==> config.mk <==
export PLATFORM = sky130hd
export DESIGN_NAME = oaht_ctrl_flat
export DESIGN_NICKNAME = d
export VERILOG_FILES = /design/src/design/oaht_pkg.sv /design/src/design/oaht_if.sv /design/src/design/oaht_ctrl.sv /design/src/flat_wrapper.sv
export SDC_FILE = /design/constraint.sdc
export NUM_CORES = 1
export LEC_CHECK = 0
export ABC_AREA = 1
export ABC_CLOCK_PERIOD_IN_PS = 8200
export BUFFER_PORTS_ARGS = -buffer_cell sky130_fd_sc_hd__buf_2
export CAP_MARGIN = 20
export CORE_UTILIZATION = 47
export CTS_CLUSTER_SIZE = 30
export DETAILED_ROUTE_END_ITERATION = 16
export PLACE_DENSITY = 0.95
export SYNTH_ARGS = -nofsm -noshare
export SYNTH_HDL_FRONTEND = slang
export SYNTH_SLANG_ARGS = --single-unit
export TNS_END_PERCENT = 20
==> constraint.sdc <==
create_clock -name clk -period 8.2 [get_ports clk]
set_input_delay 1.64 -clock clk [delete_from_list [all_inputs] [get_ports clk]]
set_output_delay 1.64 -clock clk [all_outputs]
set_load 0.005 [all_outputs]
==> src/design/oaht_pkg.sv <==
// Package: shared constants and types of the string hash table.
`default_nettype none
package oaht_pkg;
	localparam int SLOTS_DEF = 4096;
	localparam int KEY_CHARS_DEF = 19;
	localparam logic [31:0] MUL_A = 32'd2654289789;
	localparam logic [12:0] SIZE_RESET = 13'd4096;

	localparam logic [2:0] ST_INSERTED = 3'd0;
	localparam logic [2:0] ST_PRESENT = 3'd1;
	localparam logic [2:0] ST_FULL = 3'd2;
	localparam logic [2:0] ST_FOUND = 3'd3;
	localparam logic [2:0] ST_NOT_FOUND = 3'd4;
	localparam logic [2:0] ST_TOO_LONG = 3'd5;

	localparam logic CFG_TABLE_SIZE = 1'b0;
	localparam logic CFG_HASH_MODE = 1'b1;

	typedef struct packed {
		logic take_char;   // append in_char to pending key
		logic start_hash;  // begin home slot computation
		logic hash_step;   // advance home slot unit
		logic probe_init;  // load probe slot from home
		logic rd_meta;     // read used/length of probe slot
		logic rd_char;     // read one stored char at char counter
		logic char_next;   // advance char counter
		logic probe_next;  // advance to next slot
		logic write_meta;  // claim slot
		logic write_char;  // store char at char counter
		logic coll_inc;
		logic coll_back;
		logic found_inc;
		logic clear_key;
	} oaht_cmd_t;

	typedef struct packed {
		logic hash_done;
		logic too_long;
		logic used;       // probe slot used
		logic len_eq;     // stored length equals pending
		logic char_eq;    // stored char equals pending
		logic char_last;  // char counter at last char
		logic probe_last; // all slots probed
	} oaht_stat_t;
endpackage
`default_nettype wire

==> src/design/oaht_if.sv <==
// Interfaces: valid/ready word channels of the hash table.
`default_nettype none
interface oaht_in_if;
	logic       valid;
	logic       ready;
	logic       func;
	logic [7:0] key_char;
	logic       last_char;
	modport source(output valid, func, key_char, last_char, input ready);
	modport sink(input valid, func, key_char, last_char, output ready);
endinterface

interface oaht_out_if;
	logic        valid;
	logic        ready;
	logic [2:0]  status;
	logic [11:0] slot_index;
	logic [31:0] collision_count;
	logic [31:0] found_count;
	modport source(output valid, status, slot_index, collision_count, found_count, input ready);
	modport sink(input valid, status, slot_index, collision_count, found_count, output ready);
endinterface
`default_nettype wire

==> src/design/oaht_ctrl.sv <==
// Controller: sequences hashing, probing, key compare and result.
`default_nettype none
module oaht_ctrl
	import oaht_pkg::*;
(
	input  wire logic  clk,
	input  wire logic  arst_n,
	oaht_in_if.sink    in_ch,
	oaht_out_if.source out_ch,
	input  oaht_stat_t stat,
	input  wire logic [11:0] slot_dp,
	input  wire logic [31:0] coll_dp,
	input  wire logic [31:0] found_dp,
	output oaht_cmd_t  cmd
);
	typedef enum logic [3:0] {
		S_IDLE, S_HASH, S_PROBE, S_META, S_CMP_RD, S_CMP, S_WRITE, S_RES, S_OUT
	} state_t;

	state_t     state_q;
	logic       func_q;
	logic [2:0] st_q;
	logic       slot_z_q;

	assign in_ch.ready = state_q == S_IDLE;

	always_comb begin
		cmd = '0;
		cmd.take_char = in_ch.valid && in_ch.ready;
		cmd.start_hash = in_ch.valid && in_ch.ready && in_ch.last_char;
		case (state_q)
			S_HASH: begin
				cmd.hash_step = !stat.hash_done;
				cmd.probe_init = stat.hash_done;
			end
			S_PROBE: cmd.rd_meta = 1'b1;
			S_META: begin
				if (stat.used && stat.len_eq) cmd.rd_char = 1'b1;
				else if (stat.used) begin
					cmd.coll_inc = !func_q;
					cmd.probe_next = !stat.probe_last;
				end
			end
			S_CMP: begin
				if (stat.char_eq && !stat.char_last) cmd.char_next = 1'b1;
				else if (stat.char_eq) begin
					cmd.coll_back = !func_q;
					cmd.found_inc = func_q;
				end else begin
					cmd.coll_inc = !func_q;
					cmd.probe_next = !stat.probe_last;
				end
			end
			S_CMP_RD: cmd.rd_char = 1'b1;
			S_WRITE: begin
				cmd.write_char = 1'b1;
				cmd.char_next = !stat.char_last;
				cmd.write_meta = stat.char_last;
			end
			S_RES: cmd.clear_key = 1'b1;
			default: ;
		endcase
	end

	always_ff @(posedge clk or negedge arst_n) begin
		if (!arst_n) begin
			state_q <= S_IDLE;
			out_ch.valid <= 1'b0;
			func_q <= 1'b0;
			st_q <= ST_NOT_FOUND;
			slot_z_q <= 1'b1;
		end else begin
			case (state_q)
				S_IDLE: if (in_ch.valid && in_ch.last_char) begin
					func_q <= in_ch.func;
					state_q <= S_HASH;
				end
				S_HASH: if (stat.hash_done) begin
					if (stat.too_long) begin
						st_q <= ST_TOO_LONG;
						slot_z_q <= 1'b1;
						state_q <= S_RES;
					end else state_q <= S_PROBE;
				end
				S_PROBE: state_q <= S_META;
				S_META: begin
					if (!stat.used) begin
						st_q <= func_q ? ST_NOT_FOUND : ST_INSERTED;
						slot_z_q <= func_q;
						state_q <= func_q ? S_RES : S_WRITE;
					end else if (stat.len_eq) state_q <= S_CMP;
					else if (stat.probe_last) begin
						st_q <= func_q ? ST_NOT_FOUND : ST_FULL;
						slot_z_q <= 1'b1;
						state_q <= S_RES;
					end else state_q <= S_PROBE;
				end
				S_CMP: begin
					if (stat.char_eq && !stat.char_last) state_q <= S_CMP_RD;
					else if (stat.char_eq) begin
						st_q <= func_q ? ST_FOUND : ST_PRESENT;
						slot_z_q <= 1'b0;
						state_q <= S_RES;
					end else if (stat.probe_last) begin
						st_q <= func_q ? ST_NOT_FOUND : ST_FULL;
						slot_z_q <= 1'b1;
						state_q <= S_RES;
					end else state_q <= S_PROBE;
				end
				S_CMP_RD: state_q <= S_CMP;
				S_WRITE: if (stat.char_last) state_q <= S_RES;
				S_RES: begin
					out_ch.status <= st_q;
					out_ch.slot_index <= slot_z_q ? 12'd0 : slot_dp;
					out_ch.collision_count <= coll_dp;
					out_ch.found_count <= found_dp;
					out_ch.valid <= 1'b1;
					state_q <= S_OUT;
				end
				S_OUT: if (out_ch.ready) begin
					out_ch.valid <= 1'b0;
					state_q <= S_IDLE;
				end
				default: state_q <= S_IDLE;
			endcase
		end
	end

	a_out_hold: assert property (@(posedge clk) disable iff (!arst_n)
		out_ch.valid && !out_ch.ready |=> out_ch.valid)
		else $error("result dropped");
	a_no_in_busy: assert property (@(posedge clk) disable iff (!arst_n)
		out_ch.valid |-> !in_ch.ready)
		else $error("input taken with result pending");
	a_full_slot: assert property (@(posedge clk) disable iff (!arst_n)
		out_ch.valid && (out_ch.status == ST_FULL || out_ch.status == ST_NOT_FOUND)
		|-> out_ch.slot_index == 12'd0)
		else $error("nonzero slot on miss");
endmodule
`default_nettype wire

==> src/flat_wrapper.sv <==
// flat-port wrapper written by rule: the top's interface ports become plain ports
module oaht_ctrl_flat import oaht_pkg::*;
  (clk, arst_n, stat, slot_dp, coll_dp, found_dp, cmd, in_ch_valid, in_ch_func, in_ch_key_char, in_ch_last_char, in_ch_ready, out_ch_valid, out_ch_status, out_ch_slot_index, out_ch_collision_count, out_ch_found_count, out_ch_ready);
  oaht_in_if in_ch_i ();
  oaht_out_if out_ch_i ();
  input  wire logic clk;
  input  wire logic arst_n;
  input  oaht_stat_t stat;
  input  wire logic [11:0] slot_dp;
  input  wire logic [31:0] coll_dp;
  input  wire logic [31:0] found_dp;
  output oaht_cmd_t cmd;
  input wire logic [$bits(in_ch_i.valid)-1:0] in_ch_valid;
  input wire logic [$bits(in_ch_i.func)-1:0] in_ch_func;
  input wire logic [$bits(in_ch_i.key_char)-1:0] in_ch_key_char;
  input wire logic [$bits(in_ch_i.last_char)-1:0] in_ch_last_char;
  output wire logic [$bits(in_ch_i.ready)-1:0] in_ch_ready;
  output wire logic [$bits(out_ch_i.valid)-1:0] out_ch_valid;
  output wire logic [$bits(out_ch_i.status)-1:0] out_ch_status;
  output wire logic [$bits(out_ch_i.slot_index)-1:0] out_ch_slot_index;
  output wire logic [$bits(out_ch_i.collision_count)-1:0] out_ch_collision_count;
  output wire logic [$bits(out_ch_i.found_count)-1:0] out_ch_found_count;
  input wire logic [$bits(out_ch_i.ready)-1:0] out_ch_ready;
  assign in_ch_i.valid = in_ch_valid;
  assign in_ch_i.func = in_ch_func;
  assign in_ch_i.key_char = in_ch_key_char;
  assign in_ch_i.last_char = in_ch_last_char;
  assign in_ch_ready = in_ch_i.ready;
  assign out_ch_valid = out_ch_i.valid;
  assign out_ch_status = out_ch_i.status;
  assign out_ch_slot_index = out_ch_i.slot_index;
  assign out_ch_collision_count = out_ch_i.collision_count;
  assign out_ch_found_count = out_ch_i.found_count;
  assign out_ch_i.ready = out_ch_ready;
  oaht_ctrl u_core (.clk(clk), .arst_n(arst_n), .in_ch(in_ch_i), .out_ch(out_ch_i), .stat(stat), .slot_dp(slot_dp), .coll_dp(coll_dp), .found_dp(found_dp), .cmd(cmd));
endmodule
==> impl_metrics.prom, run 1 <==
# TYPE chip_impl_metric gauge
chip_impl_info{name="outcome",value="finished clean"} 1
chip_impl_metric{name="drv_cap",unit=""} 0
chip_impl_metric{name="setup_skew",unit="ns"} 0.00788
chip_impl_metric{name="hold_violations",unit=""} 0
chip_impl_metric{name="wl_met1",unit="um"} 3090
chip_impl_metric{name="route.vias.total",unit=""} 2633
chip_impl_info{name="cp_cell_instances",value="buf_2 > inv_1 > nand3_1 > nand2_1 > nand2_1 > a21oi_1 > buf_2"} 1
chip_impl_metric{name="area_growth_syn_to_layout",unit="%"} 36.6
chip_impl_metric{name="grt_max_degree",unit=""} 80
chip_impl_metric{name="clk_latency",unit="ns"} 0.35
chip_impl_metric{name="critical_path_peak_fanout",unit=""} 5
chip_impl_metric{name="worst_path_largest_cell_delay",unit="ns"} 0.14
chip_impl_metric{name="drtAntennaViolNets",unit=""} 0
chip_impl_metric{name="fmax",unit="MHz"} 246
chip_impl_metric{name="final_clock_period_utilization_by_the_worst_path",unit="%"} 49.6
chip_impl_metric{name="width_of_the_die",unit="um"} 87.1
chip_impl_metric{name="syn_nets",unit=""} 359
chip_impl_info{name="timing.hold.worst.start",value="u_core.st_q[0]"} 1
chip_impl_metric{name="syn_area",unit="sq um"} 3400
chip_impl_metric{name="ff_latch_area",unit="sq um"} 2630
chip_impl_metric{name="cts_setup_buffers",unit=""} 0
chip_impl_info{name="grt_setup_unrepaired",value="false"} 1
chip_impl_metric{name="ff2ff_setup_slack",unit="ns"} 5.98
chip_impl_metric{name="period_minus_slack",unit="ns"} 4.06
chip_impl_info{name="type_of_origin_of_the_critical_path",value="input port"} 1
chip_impl_metric{name="clk_sink_count",unit=""} 89
chip_impl_metric{name="maxSlewHeadroom",unit="%"} 36.0
chip_impl_info{name="timing.setup.critical_path_class",value="input port to output pin"} 1
chip_impl_info{name="r2r_start",value="u_core.state_q[3]"} 1
chip_impl_info{name="reg2reg_to",value="u_core.out_ch.slot_index[8]"} 1
chip_impl_info{name="worst_path_max_delay_cell",value="inv_1"} 1
chip_impl_metric{name="power_density",unit="nW/um^2"} 255
chip_impl_metric{name="design.portCount",unit=""} 192
chip_impl_metric{name="via_per_inst",unit=""} 4.73
chip_impl_info{name="cts_tree",value="built"} 1
chip_impl_metric{name="routed_wl",unit="um"} 8450
chip_impl_metric{name="grt_overflow",unit=""} 0
chip_impl_metric{name="antenna_violations_before_repair",unit=""} 0
chip_impl_metric{name="synth.avg_cell_area",unit="sq um"} 13.0
chip_impl_info{name="worstSetupStartpoint",value="stat[2]"} 1
chip_impl_metric{name="fillCellCount",unit=""} 535
chip_impl_metric{name="ys_ff_latch",unit=""} 89
chip_impl_metric{name="start_util",unit="%"} 49.3
chip_impl_metric{name="worst-r2r-cell-count",unit=""} 6
chip_impl_metric{name="multiInputGateArea",unit="sq um"} 638
chip_impl_info{name="worstSetupEndpointType",value="output pin"} 1
chip_impl_metric{name="port-buffer-count",unit=""} 183
chip_impl_metric{name="cts_max_path_buffers",unit=""} 2
chip_impl_metric{name="setup_total_negative_slack",unit="ns"} 0
chip_impl_metric{name="place_hpwl",unit="um"} 6570
chip_impl_metric{name="cp_data_required_time",unit="ns"} 6.56
chip_impl_metric{name="final_cell_count_no_fill",unit=""} 557
chip_impl_metric{name="yosys_warnings",unit=""} 0
chip_impl_metric{name="gr-usage-all-layers",unit="%"} 21.5
chip_impl_metric{name="post_drt_wl_per_cell",unit="um"} 15.2
chip_impl_metric{name="die_area",unit="sq um"} 7580
chip_impl_metric{name="post_synth_inst_count",unit=""} 262
chip_impl_metric{name="cts_max_level",unit=""} 3
chip_impl_metric{name="setup-violations-final",unit=""} 0
chip_impl_metric{name="drt-pass1-iter-count",unit=""} 4
chip_impl_metric{name="num_rows",unit=""} 30
chip_impl_metric{name="synth_cell_type_count",unit=""} 23
chip_impl_metric{name="diodes",unit=""} 0
chip_impl_metric{name="p_leak",unit="nW"} 2.19
chip_impl_metric{name="timing.hold.worst_path_depth",unit=""} 0
chip_impl_metric{name="core-area",unit="sq um"} 6910
chip_impl_metric{name="holdBufCountCts",unit=""} 0
chip_impl_metric{name="clk_pin_slew_worst_paths",unit="ns"} 0.09
chip_impl_metric{name="timing_max_transition_violations_final",unit=""} 0
chip_impl_metric{name="grt_pass1_wl",unit="um"} 11800
chip_impl_metric{name="vias_in_the_first_global_route",unit=""} 2354
chip_impl_metric{name="numPlacedInstances",unit=""} 541
chip_impl_metric{name="cts_buffer_count",unit=""} 9
chip_impl_metric{name="util_after_layout",unit="%"} 67.3
chip_impl_metric{name="post-route-drc-count",unit=""} 0
chip_impl_info{name="whs_endpoint",value="u_core.out_ch.status[0]"} 1
chip_impl_metric{name="arrival_time_at_the_worst_endpoint",unit="ns"} 2.42
chip_impl_info{name="min_path_type",value="register to register"} 1
chip_impl_metric{name="routabilityCongestion",unit=""} 0.883
chip_impl_metric{name="cts_resized",unit=""} 0
chip_impl_metric{name="routed-wl-met2",unit="um"} 4480
chip_impl_metric{name="final_stage_net_count",unit=""} 553
chip_impl_metric{name="max_slew.worst_pin.slew",unit="ns"} 0.959
chip_impl_metric{name="post_route_cells_drive_above_1_share",unit="%"} 48.6
chip_impl_metric{name="vdd_ir_drop_max",unit="mV"} 0.143
chip_impl_metric{name="dr_wl_met3",unit="um"} 740
chip_impl_metric{name="drt_first_iter_violations",unit=""} 125
chip_impl_metric{name="die_height",unit="um"} 87.1
chip_impl_info{name="top_layer",value="met4"} 1
chip_impl_info{name="cts.root.buffer_cell",value="clkbuf_8"} 1
chip_impl_metric{name="synth.yosys.seq_area_share",unit="%"} 77.2
[through the flow]
stage | area (sq um) | setup slack, ns | hold slack [ns] | power (mW)
finish | 4650 | 4.14 | 0.486 | 1.18
floorplan | 3400 | 2.74 | 0.442 | 0.802
global placement | 4450 | 4.11 | 0.471 | 0.899
detailed placement | 4450 | 4.13 | 0.463 | 0.910
global route | 4650 | 4.02 | 0.510 | 1.25
CTS | 4650 | 4.12 | 0.486 | 1.19
[state kept, by name, summed over array words and instances (netlist names)]
signal / count
u_core.out_ch.valid: 1
u_core.out_ch.slot_index: 12
u_core.out_ch.found_count: 32
u_core.out_ch.status: 3
u_core.slot_z_q: 1
u_core.out_ch.collision_count: 32
u_core.st_q: 3
u_core.state_q: 4
u_core.func_q: 1
[worst max-delay path: cells and delay by family]
family,cells,cell delay [ns]
buffers and inverters,3,0.39
and+or+nand+nor,3,0.27
AOI/OAI and AO/OA,1,0.12
[metal layers]
layer	track usage, %	vias to the layer above
met5	0	-
met4	7.12	0
met3	7.30	12
met2	39.1	135
met1	23.6	1220
li1	-	1266
[how the worst max path moves through the flow]
stage                                       endpoint  cells after the start  slack, ns
finish                                        cmd[3]                      7       4.14
CTS                                           cmd[3]                      7       4.12
detailed placement                            cmd[3]                      7       4.13
global route                                  cmd[3]                      7       4.02
global placement                              cmd[3]                      7       4.11
floorplan           u_core.out_ch.collision_count[0]                      2       2.74
[layout make-up]
| type | count | share of cell area [%] |
|---|---|---|
| clock inverters | 7 | 1.56 |
| clock buffers | 9 | 2.67 |
| multi-input cells | 134 | 13.7 |
| well taps | 96 | 2.59 |
| flip-flops and latches | 89 | 56.5 |
| repair buffers | 184 | 19.9 |
| inverters | 38 | 3.07 |
[cells in the mapped netlist (all sizes together)]
cell,instances,area share [%]
a21oi,1,0.15
clkbuf,1,0.11
dfrtp,8,5.9
dfstp,2,1.5
edfxtp,79,70
inv,38,4.2
nand2,70,8.5
nand3,16,2.9
nand4,2,0.37
nor2,33,4.7
nor3,3,0.44
nor4,1,0.18
o211ai,1,0.22
o21ai,5,0.74
o22ai,1,0.18
or2,1,0.18
[power breakdown]
part | switching [mW] | internal [mW]
sequential | 0.0401 | 0.556
clock | 0.165 | 0.119
combinational | 0.192 | 0.112
[placed cells by master (no fill, tap or decap)]
master / count
buf_2: 183
edfxtp_1: 79
nand2_1: 62
inv_1: 34
nor2_1: 25
nand3_1: 14
clkbuf_8: 9
dfrtp_1: 8
nand2_2: 7
nor2_4: 5
o21ai_0: 5
inv_2: 4
nor2_2: 3
nor3_1: 3
nand4_1: 2
inv_8: 2
clkinv_4: 2
dfstp_2: 2
nand2_4: 1
o22ai_1: 1
a21oi_1: 1
nor4_1: 1
nand3_4: 1
or2_1: 1
nand3_2: 1
o211ai_1: 1
clkinv_8: 1
inv_6: 1
clkinvlp_4: 1
buf_4: 1
[kinds of logic after synthesis]
group                  synth area share (%)
AOI/OAI and AO/OA                      1.29
buffers and inverters                  4.30
DFF                                    77.2
and+or+nand+nor                        17.2
No activity file was read; power rests on OpenSTA's default activity.
==> inputs of run 2 (changes only) <==
- ABC_AREA: 1 -> 0
- ABC_CLOCK_PERIOD_IN_PS: 8200 -> 3600
- CORE_UTILIZATION: 47 -> 39
- PLACE_DENSITY: 0.95 -> 0.87
- clock period: 8.2 -> 3.6 ns (I/O delays scaled with it)
==> run 2 against run 1 <==
  * Wire length fell by 3.6%
  * Cell area fell by 2.3%
  * Clock skew rose by 0.0021 ns
  * Critical endpoint is now cmd[6]
  * Largest cell class unchanged
  * Largest power group unchanged
==> impl_metrics.prom, run 2 <==
# TYPE chip_impl_metric gauge
chip_impl_metric{name="area_growth_syn_to_layout",unit="%"} 36.6
chip_impl_metric{name="post_synth_inst_count",unit=""} 197
chip_impl_metric{name="clkPwrFrac",unit="%"} 25.1
chip_impl_metric{name="route.vias.total",unit=""} 2385
chip_impl_metric{name="post_drt_wl_per_cell",unit="um"} 16.5
chip_impl_metric{name="routed_wl",unit="um"} 8150
chip_impl_metric{name="grt_max_degree",unit=""} 80
chip_impl_metric{name="clk_latency",unit="ns"} 0.35
chip_impl_info{name="type_of_origin_of_the_critical_path",value="register"} 1
chip_impl_metric{name="critical_path_peak_fanout",unit=""} 16
chip_impl_metric{name="num_rows",unit=""} 33
chip_impl_metric{name="setup_total_negative_slack",unit="ns"} 0
chip_impl_info{name="r2r_start",value="u_core.state_q[0]"} 1
chip_impl_metric{name="antenna_violations_before_repair",unit=""} 0
chip_impl_metric{name="clk_pin_slew_worst_paths",unit="ns"} 0.09
chip_impl_metric{name="p_leak",unit="nW"} 1.91
chip_impl_metric{name="power.switching",unit="mW"} 0.803
chip_impl_metric{name="period_minus_slack",unit="ns"} 2.60
chip_impl_metric{name="power_density",unit="nW/um^2"} 600
chip_impl_metric{name="cts_setup_buffers",unit=""} 0
chip_impl_metric{name="power.share.sequential",unit="%"} 52.1
chip_impl_metric{name="maxSlewHeadroom",unit="%"} 34.0
chip_impl_info{name="grt_setup_unrepaired",value="false"} 1
chip_impl_metric{name="post-route-drc-count",unit=""} 0
chip_impl_metric{name="drtAntennaViolNets",unit=""} 0
chip_impl_metric{name="cts_buffer_count",unit=""} 9
chip_impl_metric{name="grt_pass1_wl",unit="um"} 11400
chip_impl_metric{name="post_route_cells_drive_above_1_share",unit="%"} 55.5
chip_impl_metric{name="hold_violations",unit=""} 0
chip_impl_metric{name="arrival_time_at_the_worst_endpoint",unit="ns"} 1.88
chip_impl_metric{name="die_height",unit="um"} 94.3
chip_impl_metric{name="via_per_inst",unit=""} 4.83
chip_impl_metric{name="final_clock_period_utilization_by_the_worst_path",unit="%"} 72.1
chip_impl_metric{name="setup-violations-final",unit=""} 0
chip_impl_metric{name="gr-usage-all-layers",unit="%"} 17.5
chip_impl_metric{name="worst-r2r-cell-count",unit=""} 3
chip_impl_metric{name="pwr-share-comb",unit="%"} 22.8
chip_impl_metric{name="p_int",unit="mW"} 1.92
chip_impl_metric{name="cts_max_path_buffers",unit=""} 2
chip_impl_metric{name="synth.yosys.seq_area_share",unit="%"} 79.0
chip_impl_metric{name="routabilityCongestion",unit=""} 0.854
chip_impl_metric{name="synth_cell_type_count",unit=""} 47
chip_impl_metric{name="drt_first_iter_violations",unit=""} 84
chip_impl_metric{name="cts_resized",unit=""} 0
chip_impl_metric{name="ys_ff_latch",unit=""} 89
chip_impl_metric{name="diodes",unit=""} 0
chip_impl_metric{name="synth.avg_cell_area",unit="sq um"} 16.9
chip_impl_metric{name="drv_cap",unit=""} 0
chip_impl_info{name="cts.root.buffer_cell",value="clkbuf_8"} 1
chip_impl_metric{name="grt_overflow",unit=""} 0
chip_impl_metric{name="clk_sink_count",unit=""} 89
chip_impl_metric{name="ff2ff_setup_slack",unit="ns"} 1.40
chip_impl_info{name="post-synth-top-count-cell",value="edfxtp_1"} 1
chip_impl_info{name="yosysTopAreaCell",value="edfxtp_1"} 1
chip_impl_metric{name="core-area",unit="sq um"} 8220
chip_impl_metric{name="die_area",unit="sq um"} 8890
chip_impl_metric{name="yosys_warnings",unit=""} 0
chip_impl_metric{name="syn_area",unit="sq um"} 3320
chip_impl_metric{name="syn_nets",unit=""} 294
chip_impl_metric{name="vias_in_the_first_global_route",unit=""} 2142
chip_impl_metric{name="holdBufCountCts",unit=""} 0
chip_impl_info{name="worstSetupEndpointType",value="output pin"} 1
chip_impl_info{name="most-common-layout-cells",value="buf_2, edfxtp_1, nor2b_1"} 1
chip_impl_info{name="layout.cells.most_common",value="buf_2"} 1
chip_impl_metric{name="place_hpwl",unit="um"} 6070
chip_impl_metric{name="port-buffer-count",unit=""} 183
chip_impl_metric{name="vdd_ir_drop_max",unit="mV"} 0.385
chip_impl_metric{name="switching_share",unit="%"} 29.4
chip_impl_metric{name="start_util",unit="%"} 40.4
chip_impl_metric{name="final_stage_net_count",unit=""} 481
chip_impl_metric{name="number_of_flops_mapped_to_enable_cells_by_yosys",unit=""} 79
chip_impl_metric{name="report.power.total",unit="mW"} 2.73
chip_impl_info{name="synth_ff_type",value="edfxtp_1"} 1
chip_impl_metric{name="fmax",unit="MHz"} 385
chip_impl_info{name="outcome",value="finished clean"} 1
chip_impl_metric{name="width_of_the_die",unit="um"} 94.3
chip_impl_info{name="cell_types_with_the_largest_area_share_after_synthesis",value="edfxtp_1, dfrtp_1, nor2b_1, dfstp_2, nor3_1"} 1
chip_impl_info{name="timing.setup.critical_path_class",value="register to output pin"} 1
chip_impl_metric{name="cts_max_level",unit=""} 3
chip_impl_metric{name="setup_skew",unit="ns"} 0.00994
chip_impl_metric{name="drt-pass1-iter-count",unit=""} 4
chip_impl_metric{name="cp_data_required_time",unit="ns"} 2.88
chip_impl_metric{name="max_slew.worst_pin.slew",unit="ns"} 0.990
chip_impl_info{name="reg.largest.list",value="u_core.out_ch.collision_count: 32 flops, u_core.out_ch.found_count: 32 flops, u_core.out_ch.slot_index: 12 flops"} 1
chip_impl_info{name="reg2reg_to",value="u_core.out_ch.slot_index[9]"} 1
chip_impl_info{name="cts_tree",value="built"} 1
chip_impl_metric{name="synth_top_cell_area_share",unit="%"} 71.4
chip_impl_metric{name="postSynth.asyncResetShare",unit="%"} 11.2
chip_impl_metric{name="design.portCount",unit=""} 192
chip_impl_info{name="min_path_type",value="input port to asynchronous set/reset pin"} 1
chip_impl_metric{name="timing_max_transition_violations_final",unit=""} 0
chip_impl_info{name="post_synth_most_frequent_cells",value="edfxtp_1, nor2b_1, nor2_1"} 1
run 2: kinds of logic after synthesis:
kind of cell    synth area share [%]
buf+inv                         1.88
flops                           79.0
simple gates                    11.8
compound gates                  6.70
mux                            0.640
run 2: per-layer routing:
metal / routed length [um] / vias up / GRT usage [%]
met1: 3090 / 1131 / 20.3
met5: 0 / - / 0
met2: 4170 / 118 / 30.1
met4: 108 / 0 / 6.03
li1: - / 1127 / -
met3: 783 / 9 / 6.07
run 2: how the worst max path moves through the flow:
stage	cells past startpoint	startpoint	end	slack [ns]
after floorplan	5	u_core.state_q[3]	u_core.out_ch.collision_count[0]	0.42
after global placement	2	arst_n	u_core.out_ch.found_count[9]	1.37
after detailed placement	2	arst_n	u_core.out_ch.collision_count[30]	1.31
after CTS	5	u_core.state_q[1]	cmd[6]	1.0
after global routing	5	u_core.state_q[1]	cmd[3]	0.81
final	5	u_core.state_q[1]	cmd[6]	1.00
run 2: final cells by class:
cell class | count | area (sq um)
Multi-Input combinational cell | 94 | 638
Tap cell | 105 | 131
Clock inverter | 7 | 78.8
Sequential cell | 89 | 2630
Inverter | 7 | 26.3
Timing Repair Buffer | 183 | 916
Fill cell | 657 | 3680
Clock buffer | 9 | 124
run 2: worst max-delay path, cell delays in order, from the launching register on:
cell and delay [ns]:
dfrtp_1 0.55, nand4bb_2 0.46, nor2_1 0.21, a31oi_1 0.09
nor2_1 0.11, buf_2 0.11
run 2: per-stage QoR:
step                area, sq um  utilization [%]  hold slack [ns]  std cells  setup WS (ns)
floorplan                  3320                -            0.424        197          0.425
global placement           4340             52.8            0.453        478           1.37
detailed placement         4340             52.8            0.450        478           1.31
CTS                        4540             55.2            0.226        494          0.997
global route               4540             55.2            0.229        494          0.813
finish                     4540             55.2            0.229        494           1.00
run 2: power groups by stage:
stage	combinational [mW]	clock (mW)	sequential (mW)
CTS	0.624	0.701	1.42
global placement	0.600	0	1.43
global route	0.689	0.736	1.44
detailed placement	0.620	0	1.44
finish	0.621	0.685	1.42
floorplan	0.464	0	1.37
==> inputs of run 3 (changes only) <==
- ABC_CLOCK_PERIOD_IN_PS: 3600 -> 2550
- CORE_UTILIZATION: 39 -> 43
- PLACE_DENSITY: 0.87 -> 0.91
- clock period: 3.6 -> 2.55 ns (I/O delays scaled with it)
==> run 3 against run 2 <==
  * Cell area rose by 0.91%
  * Worst hold slack lost 0.21 ns
  * Cell count down 0.81%
  * Count of clock-buffer cells in the layout unchanged
  * Highest routed layer unchanged
  * Clock power up 42%
  * First-iteration DRC count rose by 70%
  * Utilization rose by 6.9 points
==> impl_metrics.prom, run 3 (synthesis gave the netlist of run 2 again) <==
# TYPE chip_impl_metric gauge
chip_impl_metric{name="start_util",unit="%"} 45.1
chip_impl_metric{name="die_area",unit="sq um"} 8080
chip_impl_metric{name="die_height",unit="um"} 89.9
chip_impl_info{name="timing.setup.critical_path_class",value="register to output pin"} 1
chip_impl_metric{name="post_route_cells_drive_above_1_share",unit="%"} 55.5
chip_impl_info{name="most-common-layout-cells",value="buf_2, edfxtp_1, nor2b_1"} 1
chip_impl_metric{name="num_rows",unit=""} 31
chip_impl_metric{name="width_of_the_die",unit="um"} 89.9
chip_impl_metric{name="final_clock_period_utilization_by_the_worst_path",unit="%"} 93.1
chip_impl_metric{name="area_growth_syn_to_layout",unit="%"} 37.8
chip_impl_metric{name="timing_max_transition_violations_final",unit=""} 0
chip_impl_metric{name="fillCellCount",unit=""} 563
chip_impl_metric{name="holdBufCountCts",unit=""} 0
chip_impl_metric{name="power_density",unit="nW/um^2"} 848
chip_impl_info{name="reg2reg_to",value="u_core.state_q[2]"} 1
chip_impl_metric{name="clk_sink_count",unit=""} 89
chip_impl_info{name="grt_setup_unrepaired",value="false"} 1
chip_impl_metric{name="cp_data_required_time",unit="ns"} 2.04
chip_impl_metric{name="setup_skew",unit="ns"} 0.0104
chip_impl_info{name="reg.largest.list",value="u_core.out_ch.collision_count: 32 flops, u_core.out_ch.found_count: 32 flops, u_core.out_ch.slot_index: 12 flops"} 1
chip_impl_metric{name="ff_latch_area",unit="sq um"} 2630
chip_impl_metric{name="cts_setup_buffers",unit=""} 0
chip_impl_metric{name="drv_cap",unit=""} 0
chip_impl_info{name="worstSetupEndpointType",value="output pin"} 1
chip_impl_metric{name="diodes",unit=""} 0
chip_impl_info{name="worstSetupEndpoint",value="cmd[7]"} 1
chip_impl_info{name="min_path_type",value="input port to asynchronous set/reset pin"} 1
chip_impl_metric{name="gr-usage-all-layers",unit="%"} 21.5
chip_impl_info{name="cts.root.buffer_cell",value="clkbuf_8"} 1
chip_impl_metric{name="final.hold.worst_slack",unit="ns"} 0.0169
chip_impl_metric{name="worst-r2r-cell-count",unit=""} 4
chip_impl_metric{name="maxSlewHeadroom",unit="%"} 65.0
chip_impl_metric{name="place_hpwl",unit="um"} 6310
chip_impl_metric{name="cts_max_path_buffers",unit=""} 2
chip_impl_metric{name="routed_wl",unit="um"} 8660
chip_impl_metric{name="post-route-drc-count",unit=""} 0
chip_impl_metric{name="fmax",unit="MHz"} 421
chip_impl_metric{name="hold_violations",unit=""} 0
chip_impl_metric{name="post_drt_wl_per_cell",unit="um"} 17.7
chip_impl_info{name="cts_tree",value="built"} 1
chip_impl_metric{name="period_minus_slack",unit="ns"} 2.37
chip_impl_metric{name="design.portCount",unit=""} 192
chip_impl_info{name="type_of_origin_of_the_critical_path",value="register"} 1
chip_impl_metric{name="placement.setup.worst_slack",unit="ns"} 0.559
chip_impl_metric{name="cts_resized",unit=""} 0
chip_impl_metric{name="cts_max_level",unit=""} 3
chip_impl_metric{name="cts_buffer_count",unit=""} 9
chip_impl_metric{name="final_stage_net_count",unit=""} 483
chip_impl_metric{name="critical_path_peak_fanout",unit=""} 15
chip_impl_metric{name="drt-pass1-iter-count",unit=""} 5
chip_impl_metric{name="drtAntennaViolNets",unit=""} 0
chip_impl_metric{name="vias_in_the_first_global_route",unit=""} 2275
chip_impl_metric{name="grt_pass1_wl",unit="um"} 12900
chip_impl_info{name="layout.cells.most_common",value="buf_2"} 1
chip_impl_metric{name="route.vias.total",unit=""} 2466
chip_impl_metric{name="final_cell_count_no_fill",unit=""} 490
chip_impl_metric{name="vdd_ir_drop_max",unit="mV"} 0.598
chip_impl_metric{name="drt_first_iter_violations",unit=""} 143
chip_impl_metric{name="port-buffer-count",unit=""} 183
chip_impl_metric{name="p_leak",unit="nW"} 1.93
chip_impl_metric{name="setup-violations-final",unit=""} 0
chip_impl_metric{name="setup_total_negative_slack",unit="ns"} 0
chip_impl_metric{name="clk_pin_slew_worst_paths",unit="ns"} 0.09
chip_impl_info{name="r2r_start",value="u_core.state_q[2]"} 1
chip_impl_metric{name="via_per_inst",unit=""} 5.03
chip_impl_metric{name="antenna_violations_before_repair",unit=""} 0
chip_impl_metric{name="core-area",unit="sq um"} 7370
chip_impl_metric{name="max_slew.worst_pin.slew",unit="ns"} 0.526
chip_impl_info{name="outcome",value="finished clean"} 1
chip_impl_metric{name="arrival_time_at_the_worst_endpoint",unit="ns"} 1.86
chip_impl_metric{name="routabilityCongestion",unit=""} 0.864
chip_impl_metric{name="clk_latency",unit="ns"} 0.35
chip_impl_metric{name="numPlacedInstances",unit=""} 474
chip_impl_metric{name="grt_overflow",unit=""} 0
chip_impl_metric{name="post-route-worst-setup-slack",unit="ns"} 0.177
chip_impl_metric{name="ff2ff_setup_slack",unit="ns"} 0.76
chip_impl_metric{name="util_after_layout",unit="%"} 62.2
chip_impl_metric{name="multiInputGateArea",unit="sq um"} 649
chip_impl_metric{name="grt_max_degree",unit=""} 43
chip_impl_info{name="worstSetupStartpoint",value="u_core.state_q[0]"} 1
-- run 3: cell type report --
class	instances	area share, %
clock buffer	9	2.70
inverter	7	0.574
multi-input combinational	94	14.2
tap	99	2.70
clock inverter	7	1.67
sequential	89	57.3
timing repair buffer	185	20.9
-- run 3: critical path, cell delays in order, from the launching register on --
cell and delay (ns):
dfrtp_1 0.57, nand2b_1 0.26, or3_1 0.42, a21oi_1 0.15, buf_2 0.12
-- run 3: how the worst min path moves through the flow --
stage | cells after the start | slack (ns) | from | to
global placement | 1 | 0.39 | arst_n | u_core.out_ch.valid
floorplan | 0 | 0.21 | arst_n | u_core.func_q
CTS | 1 | 0.01 | arst_n | u_core.state_q[2]
detailed placement | 1 | 0.40 | arst_n | u_core.state_q[2]
finish | 1 | 0.02 | arst_n | u_core.st_q[1]
global route | 1 | 0.02 | arst_n | u_core.state_q[3]
-- run 3: routing by layer --
layer / vias to the layer above / wire length [um] / share of wire [%] / global-route usage (%)
met5: - / 0 / 0 / 0
met4: 0 / 163 / 1.9 / 7.93
met3: 13 / 698 / 8.1 / 6.68
met2: 149 / 4710 / 54 / 38.1
met1: 1177 / 3090 / 36 / 24.3
li1: 1127 / - / - / -
-- run 3: report_power, final --
group	leakage (nW)	switching, mW	internal (mW)	total [mW]
combinational	0.995	0.441	0.467	0.909
sequential	0.836	0.201	1.80	2.00
clock	0.0983	0.509	0.462	0.971
-- run 3: per-stage QoR --
step | power (mW) | cell area, sq um
2_1_floorplan | 2.59 | 3320
3_3_place_gp | 2.88 | 4370
3_5_place_dp | 2.93 | 4370
4_1_cts | 3.89 | 4570
5_1_grt | 4.10 | 4580
6_report | 3.88 | 4580
